`config.mk`:
```
export PLATFORM = sky130hd
export DESIGN_NAME = job_dependency_scoreboard_top
export DESIGN_NICKNAME = d
export VERILOG_FILES = /design/src/jds_pkg.sv /design/src/jds_ctrl.sv /design/src/jds_dp.sv /design/src/job_dependency_scoreboard_top.sv
export SDC_FILE = /design/constraint.sdc
export NUM_CORES = 2
export LEC_CHECK = 0
export ABC_CLOCK_PERIOD_IN_PS = 14350
export BUFFER_PORTS_ARGS = -buffer_cell sky130_fd_sc_hd__clkbuf_2
export CORE_MARGIN = 2
export CORE_UTILIZATION = 55
export CTS_BUF_LIST = sky130_fd_sc_hd__clkbuf_4 sky130_fd_sc_hd__clkbuf_8
export CTS_CLUSTER_SIZE = 8
export DETAILED_ROUTE_END_ITERATION = 16
export PLACE_DENSITY = 0.77
export SLEW_MARGIN = 25
export SYNTH_ARGS = -nofsm -noshare
export SYNTH_HDL_FRONTEND = slang
export SYNTH_SLANG_ARGS = --single-unit
```
`constraint.sdc`:
```
create_clock -name clk_i -period 14.35 [get_ports clk_i]
set_input_delay 1.435 -clock clk_i [delete_from_list [all_inputs] [get_ports clk_i]]
set_output_delay 1.435 -clock clk_i [all_outputs]
set_load 0.01 [all_outputs]
```
`src/jds_pkg.sv`:
```
// ----------------------------------------------------------------------------
// jds_pkg
// Shared types, sizes and helpers for the job dependency scoreboard.
// ----------------------------------------------------------------------------
package jds_pkg;

  // Table geometry
  localparam int ENTRIES     = 32;
  localparam int JOB_ID_BITS = 8;
  localparam int IDX_W       = $clog2(ENTRIES);
  localparam int STAMP_W     = 16;

  // Port widths fixed by the interface
  localparam int PORT_ID_W = 8;
  localparam int CMD_W     = 3;

  // Commands
  typedef enum logic [CMD_W-1:0] {
    CMD_ADD    = 3'd0,
    CMD_REMOVE = 3'd1,
    CMD_FINISH = 3'd2,
    CMD_QUERY  = 3'd3,
    CMD_LIST   = 3'd4
  } cmd_e;

  // Result status codes
  typedef enum logic [1:0] {
    ST_OK      = 2'd0,
    ST_FULL    = 2'd1,
    ST_INVALID = 2'd2
  } status_e;

  // Controller states
  typedef enum logic [1:0] {
    S_IDLE,
    S_EXEC,
    S_SCAN,
    S_EMIT
  } state_e;

  // Controller to datapath commands
  typedef struct packed {
    logic load;        // capture the input request
    logic exec;        // single-result command: update table, write result
    logic list_start;  // begin a list: clear taken marks and scan state
    logic scan_step;   // examine one table slot
    logic emit;        // write one list result, mark its slot taken
  } jds_cmd_t;

  // Datapath to controller status
  typedef struct packed {
    logic out_free;    // output register can take a result this cycle
    logic list_go;     // list request with at least one prerequisite
    logic scan_end;    // scan is at the last slot
    logic emit_last;   // pending list result is the final one
  } jds_sts_t;

  // Port id to internal id (low JOB_ID_BITS bits, zero extended)
  function automatic logic [JOB_ID_BITS-1:0] to_id(input logic [PORT_ID_W-1:0] x);
    logic [15:0] ext;
    ext = {8'b0, x};
    return ext[JOB_ID_BITS-1:0];
  endfunction

  // Internal id back to port width
  function automatic logic [PORT_ID_W-1:0] to_port(input logic [JOB_ID_BITS-1:0] x);
    logic [15:0] ext;
    ext = 16'(x);
    return ext[PORT_ID_W-1:0];
  endfunction

endpackage

```
`src/jds_ctrl.sv`:
```
// ----------------------------------------------------------------------------
// jds_ctrl
// Sequencer: takes one request at a time, runs single-result commands in one
// step and walks list requests through scan and emit rounds.
// ----------------------------------------------------------------------------
module jds_ctrl (
  input  logic             clk_i,
  input  logic             rst_ni,
  input  logic             in_valid_i,
  output logic             in_stall_o,
  input  jds_pkg::jds_sts_t sts_i,
  output jds_pkg::jds_cmd_t cmd_o
);

  jds_pkg::state_e state_q, state_d;

  // State register
  always_ff @(posedge clk_i or negedge rst_ni) begin
    if (!rst_ni) begin
      state_q <= jds_pkg::S_IDLE;
    end else begin
      state_q <= state_d;
    end
  end

  // Next state
  always_comb begin
    state_d = state_q;
    case (state_q)
      jds_pkg::S_IDLE: begin
        if (in_valid_i) state_d = jds_pkg::S_EXEC;
      end
      jds_pkg::S_EXEC: begin
        if (sts_i.list_go) state_d = jds_pkg::S_SCAN;
        else if (sts_i.out_free) state_d = jds_pkg::S_IDLE;
      end
      jds_pkg::S_SCAN: begin
        if (sts_i.scan_end) state_d = jds_pkg::S_EMIT;
      end
      jds_pkg::S_EMIT: begin
        if (sts_i.out_free) begin
          state_d = sts_i.emit_last ? jds_pkg::S_IDLE : jds_pkg::S_SCAN;
        end
      end
      default: state_d = jds_pkg::S_IDLE;
    endcase
  end

  // Outputs
  always_comb begin
    cmd_o      = '0;
    in_stall_o = 1'b1;
    case (state_q)
      jds_pkg::S_IDLE: begin
        in_stall_o = 1'b0;
        cmd_o.load = in_valid_i;
      end
      jds_pkg::S_EXEC: begin
        cmd_o.list_start = sts_i.list_go;
        cmd_o.exec       = !sts_i.list_go && sts_i.out_free;
      end
      jds_pkg::S_SCAN: begin
        cmd_o.scan_step = 1'b1;
      end
      jds_pkg::S_EMIT: begin
        cmd_o.emit = sts_i.out_free;
      end
      default: begin
        cmd_o = '0;
      end
    endcase
  end

endmodule

```
`src/jds_dp.sv`:
```
// ----------------------------------------------------------------------------
// jds_dp
// Datapath: dependency table with parallel match, request registers,
// newest-first scan unit and the output register.
// ----------------------------------------------------------------------------
module jds_dp (
  input  logic                               clk_i,
  input  logic                               rst_ni,
  input  logic [jds_pkg::CMD_W-1:0]          cmd_i,
  input  logic [jds_pkg::PORT_ID_W-1:0]      job_a_i,
  input  logic [jds_pkg::PORT_ID_W-1:0]      job_b_i,
  input  logic                               succeeded_i,
  output logic                               out_valid_o,
  input  logic                               out_stall_i,
  output logic [1:0]                         status_o,
  output logic                               found_o,
  output logic                               dep_valid_o,
  output logic [jds_pkg::PORT_ID_W-1:0]      dep_job_o,
  output logic                               last_o,
  input  jds_pkg::jds_cmd_t                  cmd_ctl_i,
  output jds_pkg::jds_sts_t                  sts_o
);

  localparam int N  = jds_pkg::ENTRIES;
  localparam int IW = jds_pkg::IDX_W;
  localparam int JW = jds_pkg::JOB_ID_BITS;
  localparam int SW = jds_pkg::STAMP_W;

  // Table
  logic [N-1:0]  valid_q;
  logic [JW-1:0] waiter_q [N];
  logic [JW-1:0] prereq_q [N];
  logic [SW-1:0] age_q    [N];
  logic [SW-1:0] stamp_q;

  // Request
  logic [jds_pkg::CMD_W-1:0] cmd_q;
  logic [JW-1:0]             a_q, b_q;
  logic                      ok_q;

  // Scan
  logic [N-1:0]  taken_q;
  logic [IW-1:0] idx_q, best_q;
  logic [SW-1:0] bestd_q;
  logic          have_q;

  // Output register
  logic                          out_valid_q;
  logic [1:0]                    status_q;
  logic                          found_q, dep_valid_q, last_q;
  logic [jds_pkg::PORT_ID_W-1:0] dep_job_q;

  // Match vectors
  logic [N-1:0]  wmatch, pmatch, fmatch, cand, best_oh;
  logic [IW-1:0] free_idx, rm_idx;
  logic          have_free, have_rm;

  always_comb begin
    free_idx  = '0;
    rm_idx    = '0;
    have_free = 1'b0;
    have_rm   = 1'b0;
    for (int i = N - 1; i >= 0; i--) begin
      wmatch[i]  = valid_q[i] && (waiter_q[i] == a_q);
      pmatch[i]  = wmatch[i] && (prereq_q[i] == b_q);
      fmatch[i]  = valid_q[i] && (prereq_q[i] == a_q);
      cand[i]    = wmatch[i] && !taken_q[i];
      best_oh[i] = (IW'(i) == best_q);
      if (!valid_q[i]) begin
        free_idx  = IW'(i);
        have_free = 1'b1;
      end
      if (pmatch[i]) begin
        rm_idx  = IW'(i);
        have_rm = 1'b1;
      end
    end
  end

  // Single-result command decode
  logic    a_zero, pair_bad;
  logic    do_add, do_rm, do_fin, res_found;
  jds_pkg::status_e res_status;

  assign a_zero   = (a_q == '0);
  assign pair_bad = a_zero || (b_q == '0) || (a_q == b_q);

  always_comb begin
    res_status = jds_pkg::ST_OK;
    res_found  = 1'b0;
    do_add     = 1'b0;
    do_rm      = 1'b0;
    do_fin     = 1'b0;
    case (cmd_q)
      jds_pkg::CMD_ADD: begin
        if (pair_bad) res_status = jds_pkg::ST_INVALID;
        else if (!have_free) res_status = jds_pkg::ST_FULL;
        else do_add = 1'b1;
      end
      jds_pkg::CMD_REMOVE: begin
        if (pair_bad) begin
          res_status = jds_pkg::ST_INVALID;
        end else begin
          do_rm     = have_rm;
          res_found = have_rm;
        end
      end
      jds_pkg::CMD_FINISH: begin
        if (a_zero) res_status = jds_pkg::ST_INVALID;
        else do_fin = ok_q;
      end
      jds_pkg::CMD_QUERY: begin
        if (a_zero) res_status = jds_pkg::ST_INVALID;
        else res_found = !(|wmatch);
      end
      jds_pkg::CMD_LIST: begin
        if (a_zero) res_status = jds_pkg::ST_INVALID;
      end
      default: res_status = jds_pkg::ST_INVALID;
    endcase
  end

  // Scan distance for the current slot (wrapping age distance)
  logic [SW-1:0] d_cur;
  logic          take_cur;
  assign d_cur    = stamp_q - age_q[idx_q];
  assign take_cur = cand[idx_q] && (!have_q || (d_cur < bestd_q));

  // Status to controller
  assign sts_o.out_free  = !out_valid_q || !out_stall_i;
  assign sts_o.list_go   = (cmd_q == jds_pkg::CMD_LIST) && !a_zero && (|wmatch);
  assign sts_o.scan_end  = (idx_q == IW'(N - 1));
  assign sts_o.emit_last = ((cand & ~best_oh) == '0);

  // Request capture
  always_ff @(posedge clk_i) begin
    if (cmd_ctl_i.load) begin
      cmd_q <= cmd_i;
      a_q   <= jds_pkg::to_id(job_a_i);
      b_q   <= jds_pkg::to_id(job_b_i);
      ok_q  <= succeeded_i;
    end
  end

  // Valid bits and insert stamp
  always_ff @(posedge clk_i or negedge rst_ni) begin
    if (!rst_ni) begin
      valid_q <= '0;
      stamp_q <= '0;
    end else if (cmd_ctl_i.exec) begin
      if (do_add) begin
        valid_q[free_idx] <= 1'b1;
        stamp_q           <= stamp_q + SW'(1);
      end
      if (do_rm) valid_q[rm_idx] <= 1'b0;
      if (do_fin) valid_q <= valid_q & ~fmatch;
    end
  end

  // Entry payload
  always_ff @(posedge clk_i) begin
    if (cmd_ctl_i.exec && do_add) begin
      waiter_q[free_idx] <= a_q;
      prereq_q[free_idx] <= b_q;
      age_q[free_idx]    <= stamp_q;
    end
  end

  // Newest-first selection, one slot per cycle
  always_ff @(posedge clk_i or negedge rst_ni) begin
    if (!rst_ni) begin
      taken_q <= '0;
      idx_q   <= '0;
      best_q  <= '0;
      bestd_q <= '0;
      have_q  <= 1'b0;
    end else if (cmd_ctl_i.list_start) begin
      taken_q <= '0;
      idx_q   <= '0;
      have_q  <= 1'b0;
    end else if (cmd_ctl_i.scan_step) begin
      idx_q <= idx_q + IW'(1);
      if (take_cur) begin
        best_q  <= idx_q;
        bestd_q <= d_cur;
        have_q  <= 1'b1;
      end
    end else if (cmd_ctl_i.emit) begin
      taken_q <= taken_q | best_oh;
      idx_q   <= '0;
      have_q  <= 1'b0;
    end
  end

  // Output register
  always_ff @(posedge clk_i or negedge rst_ni) begin
    if (!rst_ni) begin
      out_valid_q <= 1'b0;
    end else if (cmd_ctl_i.exec || cmd_ctl_i.emit) begin
      out_valid_q <= 1'b1;
    end else if (!out_stall_i) begin
      out_valid_q <= 1'b0;
    end
  end

  always_ff @(posedge clk_i) begin
    if (cmd_ctl_i.exec) begin
      status_q    <= res_status;
      found_q     <= res_found;
      dep_valid_q <= 1'b0;
      dep_job_q   <= '0;
      last_q      <= 1'b1;
    end else if (cmd_ctl_i.emit) begin
      status_q    <= jds_pkg::ST_OK;
      found_q     <= 1'b0;
      dep_valid_q <= 1'b1;
      dep_job_q   <= jds_pkg::to_port(prereq_q[best_q]);
      last_q      <= sts_o.emit_last;
    end
  end

  assign out_valid_o = out_valid_q;
  assign status_o    = status_q;
  assign found_o     = found_q;
  assign dep_valid_o = dep_valid_q;
  assign dep_job_o   = dep_job_q;
  assign last_o      = last_q;

endmodule

```
`src/job_dependency_scoreboard_top.sv`:
```
// ----------------------------------------------------------------------------
// job_dependency_scoreboard_top
// Job dependency scoreboard: add, remove, finish, can-run query and
// newest-first prerequisite list over a table of dependency pairs.
// ----------------------------------------------------------------------------
// Add, remove, finish, query: the request is captured on accept and executed
// once the output register is free; no new request is taken until then.
// List: after setup, each prerequisite is found by a slot-by-slot age scan
// over the whole table and then emitted; no new request is taken meanwhile.
// A new request is taken while the last result still waits in the output
// register. Reset (rst_ni low) empties the table and clears the stamp.
// ----------------------------------------------------------------------------
module job_dependency_scoreboard_top (
  input  logic                          clk_i,
  input  logic                          rst_ni,
  input  logic                          in_valid_i,
  output logic                          in_stall_o,
  input  logic [jds_pkg::CMD_W-1:0]     cmd_i,
  input  logic [jds_pkg::PORT_ID_W-1:0] job_a_i,
  input  logic [jds_pkg::PORT_ID_W-1:0] job_b_i,
  input  logic                          succeeded_i,
  output logic                          out_valid_o,
  input  logic                          out_stall_i,
  output logic [1:0]                    status_o,
  output logic                          found_o,
  output logic                          dep_valid_o,
  output logic [jds_pkg::PORT_ID_W-1:0] dep_job_o,
  output logic                          last_o
);

  jds_pkg::jds_cmd_t ctl_cmd;
  jds_pkg::jds_sts_t dp_sts;

  // Sequencer
  jds_ctrl u_ctrl (
    .clk_i      (clk_i),
    .rst_ni     (rst_ni),
    .in_valid_i (in_valid_i),
    .in_stall_o (in_stall_o),
    .sts_i      (dp_sts),
    .cmd_o      (ctl_cmd)
  );

  // Table and result path
  jds_dp u_dp (
    .clk_i       (clk_i),
    .rst_ni      (rst_ni),
    .cmd_i       (cmd_i),
    .job_a_i     (job_a_i),
    .job_b_i     (job_b_i),
    .succeeded_i (succeeded_i),
    .out_valid_o (out_valid_o),
    .out_stall_i (out_stall_i),
    .status_o    (status_o),
    .found_o     (found_o),
    .dep_valid_o (dep_valid_o),
    .dep_job_o   (dep_job_o),
    .last_o      (last_o),
    .cmd_ctl_i   (ctl_cmd),
    .sts_o       (dp_sts)
  );

endmodule
```
# Word level (Yosys, flattened, before mapping)

Memories as Yosys holds them, arrays and structs flattened. A register that Yosys moved wholly into a read port is not among the register bits.
Index checks and enable logic that the tools add are counted.

Bits in registers: 135
Bits in writable memories: 1024
Input bits: 24
Output and inout bits: 15
Word-level logic and storage cells: 556
Memories: 3

$add $sub $neg: 3
Magnitude comparators: 6
Equality and inequality tests: 143
Muxes and demuxes: 181
Bitwise gates (word level): 9
Reductions and logical operators: 194

Memory list:

| name          | words | width | rd ports | clocked after memory_dff | wr ports | line         | text |
|---|---|---|---|---|---|---|---|
| u_dp.age_q    | 32    | 16    | 1        | 0                        | 1        | jds_dp.sv:33 | `logic [SW-1:0] age_q [N];` |
| u_dp.prereq_q | 32    | 8     | 33       | 1                        | 1        | jds_dp.sv:32 | `logic [JW-1:0] prereq_q [N];` |
| u_dp.waiter_q | 32    | 8     | 32       | 0                        | 1        | jds_dp.sv:31 | `logic [JW-1:0] waiter_q [N];` |

Operators by type and width:

| kind                  | number |
|---|---|
| $eq 8x8->1            | 97 |
| $mux 5                | 67 |
| $mux 32               | 7 |
| $logic_and 1x1->1     | 135 |
| $and 32x32->32        | 3 |
| $not 32->32           | 3 |
| $mux 1                | 89 |
| $eq 5x5->1 const A    | 16 |
| $or 32x32->32         | 2 |
| $eq 4x5->1 const A    | 8 |
| $logic_not 1->1       | 38 |
| $logic_not 32->1      | 1 |
| $reduce_or 32->1      | 1 |
| $mux 2                | 12 |
| $eq 3x5->1 const A    | 4 |
| $lt 5x6->1 const B    | 3 |
| $add 16x1->16 const B | 1 |
| $logic_not 8->1       | 2 |
| $lt 16x16->1          | 1 |
| $sub 16x16->16        | 1 |
| $demux 1 s5           | 2 |
| $eq 2x5->1 const A    | 2 |
| $ge 5x1->1 const B    | 2 |
| $pmux 2 s4            | 1 |
| other kinds (25)      | 38 |

# Longest topological paths before layout

An unclocked memory read counts as a cell.

Depth in word-level cells: 44
Mapped depth: 27
Mapped depth without buffers: 22

# Hierarchy

A second synthesis with hierarchy kept.

Cell total of the unflattened synthesis: 3632
Area, all modules: 55353.1 um2

By module, submodules not included:

| module   | times used | cells an instance | area each (um2) | seq. area each (um2) |
|---|---|---|---|---|
| jds_dp   | 1          | 3615              | 55223.0         | 34342.9 |
| jds_ctrl | 1          | 17                | 130.1           | 50.0 |

# Worst setup path before layout

OpenSTA, ideal clock, no wires.

Kind: register -> register
Start: register u_dp.idx_q[0]
End: register u_dp.best_q[0]
Library setup time: 0.125 ns
Arrival: 6.620 ns
Data required time: 14.225 ns
Slack: 7.605 ns
Cell stages (with the launch flop): 27
Path buffers: 6
Period minus slack after synthesis: 6.745 ns
Cell sequence: dfrtp_1 -> clkbuf_1 -> clkbuf_1 -> clkbuf_1 -> buf_1 -> buf_2 -> mux4_2 -> mux4_2 -> mux2i_1 -> ha_1 -> nor2b_1 -> o21ai_0 -> a21boi_0 -> o211ai_1 -> a21oi_1 -> o31ai_1 -> o21bai_1 -> a21oi_1 -> xnor2_1 -> ha_1 -> a2111oi_0 -> o21ai_0 -> o21ai_0 -> nand3_1 -> mux2i_1 -> buf_4 -> mux2_2

Longest elaborated chain between the ends: 6
Elaborated cells between the ends (all ways): 8
Those cells by class: add/sub: 1; order compare: 1; mux: 2; reduce/logical: 3; memory: 1

RTL lines:

| element                           | line          | text |
|---|---|---|
| start: declaration                | jds_dp.sv:43  | `logic [IW-1:0] idx_q, best_q;` |
| start signal: assignment          | jds_dp.sv:182 | `idx_q <= idx_q + IW'(1);` |
| $mem_v2 32x16                     | -             |  |
| $sub 16x16->16                    | jds_dp.sv:126 | `assign d_cur = stamp_q - age_q[idx_q];` |
| named net u_dp.d_cur[13]          | jds_dp.sv:124 | `logic [SW-1:0] d_cur;` |
| $lt 16x16->1                      | jds_dp.sv:127 | `assign take_cur = cand[idx_q] && (!have_q \|\| (d_cur < bestd_q));` |
| $logic_or 1x1->1                  | jds_dp.sv:127 |  |
| $logic_and 1x1->1                 | jds_dp.sv:127 |  |
| $reduce_and 3->1 (no source line) | -             |  |
| end signal: assignment            | jds_dp.sv:184 | `best_q <= idx_q;` |
| end: declaration                  | jds_dp.sv:43  |  |

The timed path passes the listed nets, and every way through them passes these cells. The select of a mux whose other input is x is not followed.
A chain may end at the register's enable or synchronous reset.

# Worst setup path in the final report

Start: register u_dp.idx_q[0]
End: register u_dp.bestd_q[10]

Longest elaborated chain between the ends: 6
Elaborated cells between the ends (all ways): 8
Those cells by class: add/sub: 1; order compare: 1; mux: 2; reduce/logical: 3; memory: 1

RTL lines:

| element                           | line          | text |
|---|---|---|
| $mem_v2 32x16                     | -             |  |
| $sub 16x16->16                    | jds_dp.sv:126 |  |
| named net u_dp.d_cur[13]          | jds_dp.sv:124 |  |
| $lt 16x16->1                      | jds_dp.sv:127 |  |
| $logic_or 1x1->1                  | jds_dp.sv:127 |  |
| $logic_and 1x1->1                 | jds_dp.sv:127 |  |
| $reduce_and 3->1 (no source line) | -             |  |
| end signal: assignment            | jds_dp.sv:185 | `bestd_q <= d_cur;` |
| end: declaration                  | jds_dp.sv:44  | `logic [SW-1:0] bestd_q;` |

The timed path passes the listed nets, and every way through them passes these cells. The select of a mux whose other input is x is not followed.

==> flow_summary.ini <==
[outcome]
status = complete, no violations

[critical_path]
cp_cell_sequence = buf_4, buf_4, mux4_2, mux4_2, mux2i_1, ha_1, and2_1, a31o_2, o31ai_1, o21bai_1, a21oi_1, xnor2_1, ha_1, a2111oi_0, o21ai_0, o21ai_0, nand3_1, mux2i_2, buf_4, mux2_2
cp_max_fo = 48
startpoint_type = flip-flop
critPathKind = reg2reg
crit_path_max_incr_delay_ns = 0.83
critical_path_arrival_ns = 8.59
cp.required_ns = 15.10
worstSetupEndpointType = flip-flop
cpMostUsedCell = buf_4
crit_slowest_cell = buf_4

[global_route]
grt_max_degree = 99
antenna_found_initial = 3
grt_pass1_wl_um = 228000
grt-ovfl-total = 0
gr-usage-all-layers_pct = 30.4
first_global_vias = 33169

[power]
ir_drop_v = 0.000112
switching_share_pct = 27.5
power.share.clock_pct = 36.4
p_int_uw = 5890
switchingPower_uw = 2230
powerDensity_nw_per_um2 = 133
comb_power_share_pct = 15.9
seqPwrFrac_pct = 47.7
leakage_uw = 0.0203

[route]
antenna_left = 0
drt_pass1_iterations = 6
vias = 34236
drc = 0
totalWireLength_um = 156000
drt_iter0_drc = 4800
vias_per_cell = 6.53
wire_per_inst_um = 29.7

[clock_network]
post_cts_buffers = 0
cts_root_buf = clkbuf_8
cts.clk_slew.worst_paths_ns = 0.06
cts_resized = 0
clock_latency_ns = 0.89
clock_path_buffers = 3
numCtsBuffers = 188
cts.sinks = 1167
cts-htree-levels = 4
cts_hold_buf = 0
cts_tree = done

[timing]
hold_ws_ns = 0.473
fmax_mhz = 128
tns_ns = 0
fin_ws_ns = 6.51
slew_headroom_pct = 24.7
worstMarginPinSlew_ns = 1.12
setup_viol = 0
finClkSkew_ns = 0.0444
finalHoldViolCount = 0
fin_crit_sh_pct = 54.6
rsz0062_at_grt = no
report.final.slew_viol_count = 0
post-route-min-period_ns = 7.84

[placed_design]
dpl.hpwl_um = 98700
gp_congestion = 1.01
port_buffers = 38
place_area_um2 = 57200
post-place-ws_ns = 5.99
place_inst = 4907

[cells_and_area]
drive_above_1_share_pct = 20.2
final_area_um2 = 61200
finalNonFillerCells = 5246
layout.nets = 3858
area_growth_pct = 10.4

[logic_synthesis]
synth-xor-area-share_pct = 12.8
ys_types = 92
syn_inst = 3670
synth_simple_gate_area_share_pct = 7.83
synth_top_cell_area_share_pct = 56.7
yosys_warnings = 0
avgSynthCellArea_um2 = 15.1
synthTopCellsByArea = edfxtp_1 (57%), mux4_2 (10%), xnor2_1 (7.9%), dfrtp_1 (5.0%), xor2_1 (4.8%)
synth_seq_area_share_pct = 62.1
synth_ff_type = edfxtp_1
synth-compound-area-share_pct = 3.49
muxShareOfSynthArea_pct = 11.0
syn_area_um2 = 55400
yosysTopAreaCell = edfxtp_1
yosys.area_share.adder_pct = 0.781
synth_nets = 3728
async_flop_share_pct = 9.43
synth-edff-count = 1047
yosys_register_bits = 1167
synth_top_family_by_area = XOR/XNOR gates

[floorplan]
rows = 116
core_um2 = 100000
chipWidth_um = 321
io_pins = 39
die_area_um2 = 103000
start_util_pct = 55.4
die_h_um = 321

[worst_hold_path]
hp-class = reg2reg

[run]
max_cap_viol_count = 0
## through the flow
stage	utilization, %	total power [µW]
after floorplan	-	4840
after global placement	57.2	5180
after detailed placement	57.2	5200
after CTS	61.1	8130
after global routing	61.2	8390
final	61.2	8110
## final timing paths
check                                                endpoint  slack (ns)  cells past startpoint                           from
worst max register to register   u_dp.bestd_q[10]$_DFFE_PN0P_        6.51                     20      u_dp.idx_q[0]$_DFFE_PN0P_
worst min register to register  u_dp.dep_valid_o$_SDFFE_PP0P_        0.47                      2  u_dp.dep_valid_o$_SDFFE_PP0P_
max in group asynchronous          u_dp.best_q[0]$_DFFE_PN0P_       12.31                      2                         rst_ni
worst max-delay path             u_dp.bestd_q[10]$_DFFE_PN0P_        6.51                     20      u_dp.idx_q[0]$_DFFE_PN0P_
worst min-delay path            u_dp.dep_valid_o$_SDFFE_PP0P_        0.47                      2  u_dp.dep_valid_o$_SDFFE_PP0P_
min in group asynchronous        u_dp.valid_q[11]$_DFFE_PN0P_        0.62                      1                         rst_ni
## cells in the mapped netlist, types with 27 or more instances
| library cell | instances |
|---|---|
| edfxtp_1 | 1047 |
| xnor2_1 | 498 |
| xor2_1 | 304 |
| mux4_2 | 246 |
| nor2_1 | 164 |
| nand2_1 | 156 |
| nand4_1 | 140 |
| dfrtp_1 | 110 |
| nor4_1 | 107 |
| nand3_1 | 88 |
| a21oi_1 | 80 |
| clkbuf_1 | 71 |
| nor3_1 | 68 |
| o21ai_0 | 59 |
| inv_1 | 41 |
| buf_2 | 38 |
| buf_1 | 35 |
| ha_1 | 33 |
| mux2i_1 | 30 |
| or3_1 | 28 |
| buf_4 | 27 |
## registers in the layout, indices dropped and copies added (netlist names), 3 cells and up
name	flops
u_dp.stamp_q	16
u_dp.waiter_q	256
u_dp.valid_q	32
u_dp.a_q	8
u_dp.dep_job_o	8
u_dp.bestd_q	16
u_dp.idx_q	5
u_dp.prereq_q	256
u_dp.taken_q	32
u_dp.cmd_q	3
u_dp.best_q	5
u_dp.age_q	512
u_dp.b_q	8
## power by group through the flow
stage | logic [µW] | registers (µW) | clock network, µW
2_1_floorplan | 894 | 3950 | 0
6_report | 1290 | 3870 | 2960
4_1_cts | 1250 | 3890 | 2990
3_5_place_dp | 1250 | 3960 | 0
5_1_grt | 1390 | 3870 | 3140
3_3_place_gp | 1230 | 3950 | 0
## routing by layer
| layer | vias up | track usage (%) | routed length [µm] |
|---|---|---|---|
| met4 | 0 | 11.8 | 5910 |
| met1 | 17329 | 43.6 | 62000 |
| li1 | 14359 | - | - |
| met3 | 386 | 7.41 | 17800 |
| met2 | 2162 | 45.1 | 69800 |
| met5 | - | 0 | 0 |
## worst max-delay path, delay by kind of cell (launching register included)
kind / cells / cell delay [ns]
muxes: 5 / 2.35
buffers and inverters: 3 / 1.92
AOI/OAI and AO/OA: 7 / 1.69
DFF: 1 / 0.67
adders and majority gates: 2 / 0.56
and+or+nand+nor: 2 / 0.34
xor gates and xnor gates: 1 / 0.12
## cell type report
| type | instances | area (µm²) |
|---|---|---|
| Sequential cell | 1167 | 34400 |
| Multi-Input combinational cell | 2270 | 20100 |
| Clock buffer | 286 | 3410 |
| Inverter | 44 | 165 |
| Fill cell | 7191 | 38800 |
| Timing Repair Buffer | 129 | 946 |
| Tap cell | 1298 | 1620 |
| Clock inverter | 51 | 480 |
| Antenna cell | 1 | 2.50 |
## cells by family after synthesis
| kind of cell | Yosys count |
|---|---|
| flip-flops | 1167 |
| AND/OR/NAND/NOR | 837 |
| XOR/XNOR | 805 |
| adder cells (fa/ha/maj) | 34 |
| buffers and inverters | 233 |
| AO/OA/AOI/OAI | 296 |
| multiplexers | 298 |
## placed cells by master (no fill, tap or decap), types with 88 or more instances in the layout
master | netlist | layout
edfxtp_1 | 1047 | 1047
xnor2_1 | 498 | 498
xor2_1 | 304 | 304
mux4_2 | 246 | 246
clkbuf_8 | 0 | 202
nand2_1 | 156 | 156
nand4_1 | 140 | 140
nor2_1 | 164 | 133
nor4_1 | 107 | 103
dfrtp_1 | 110 | 92
nand3_1 | 88 | 88
Note: power is estimated with default switching activity, not from simulation.
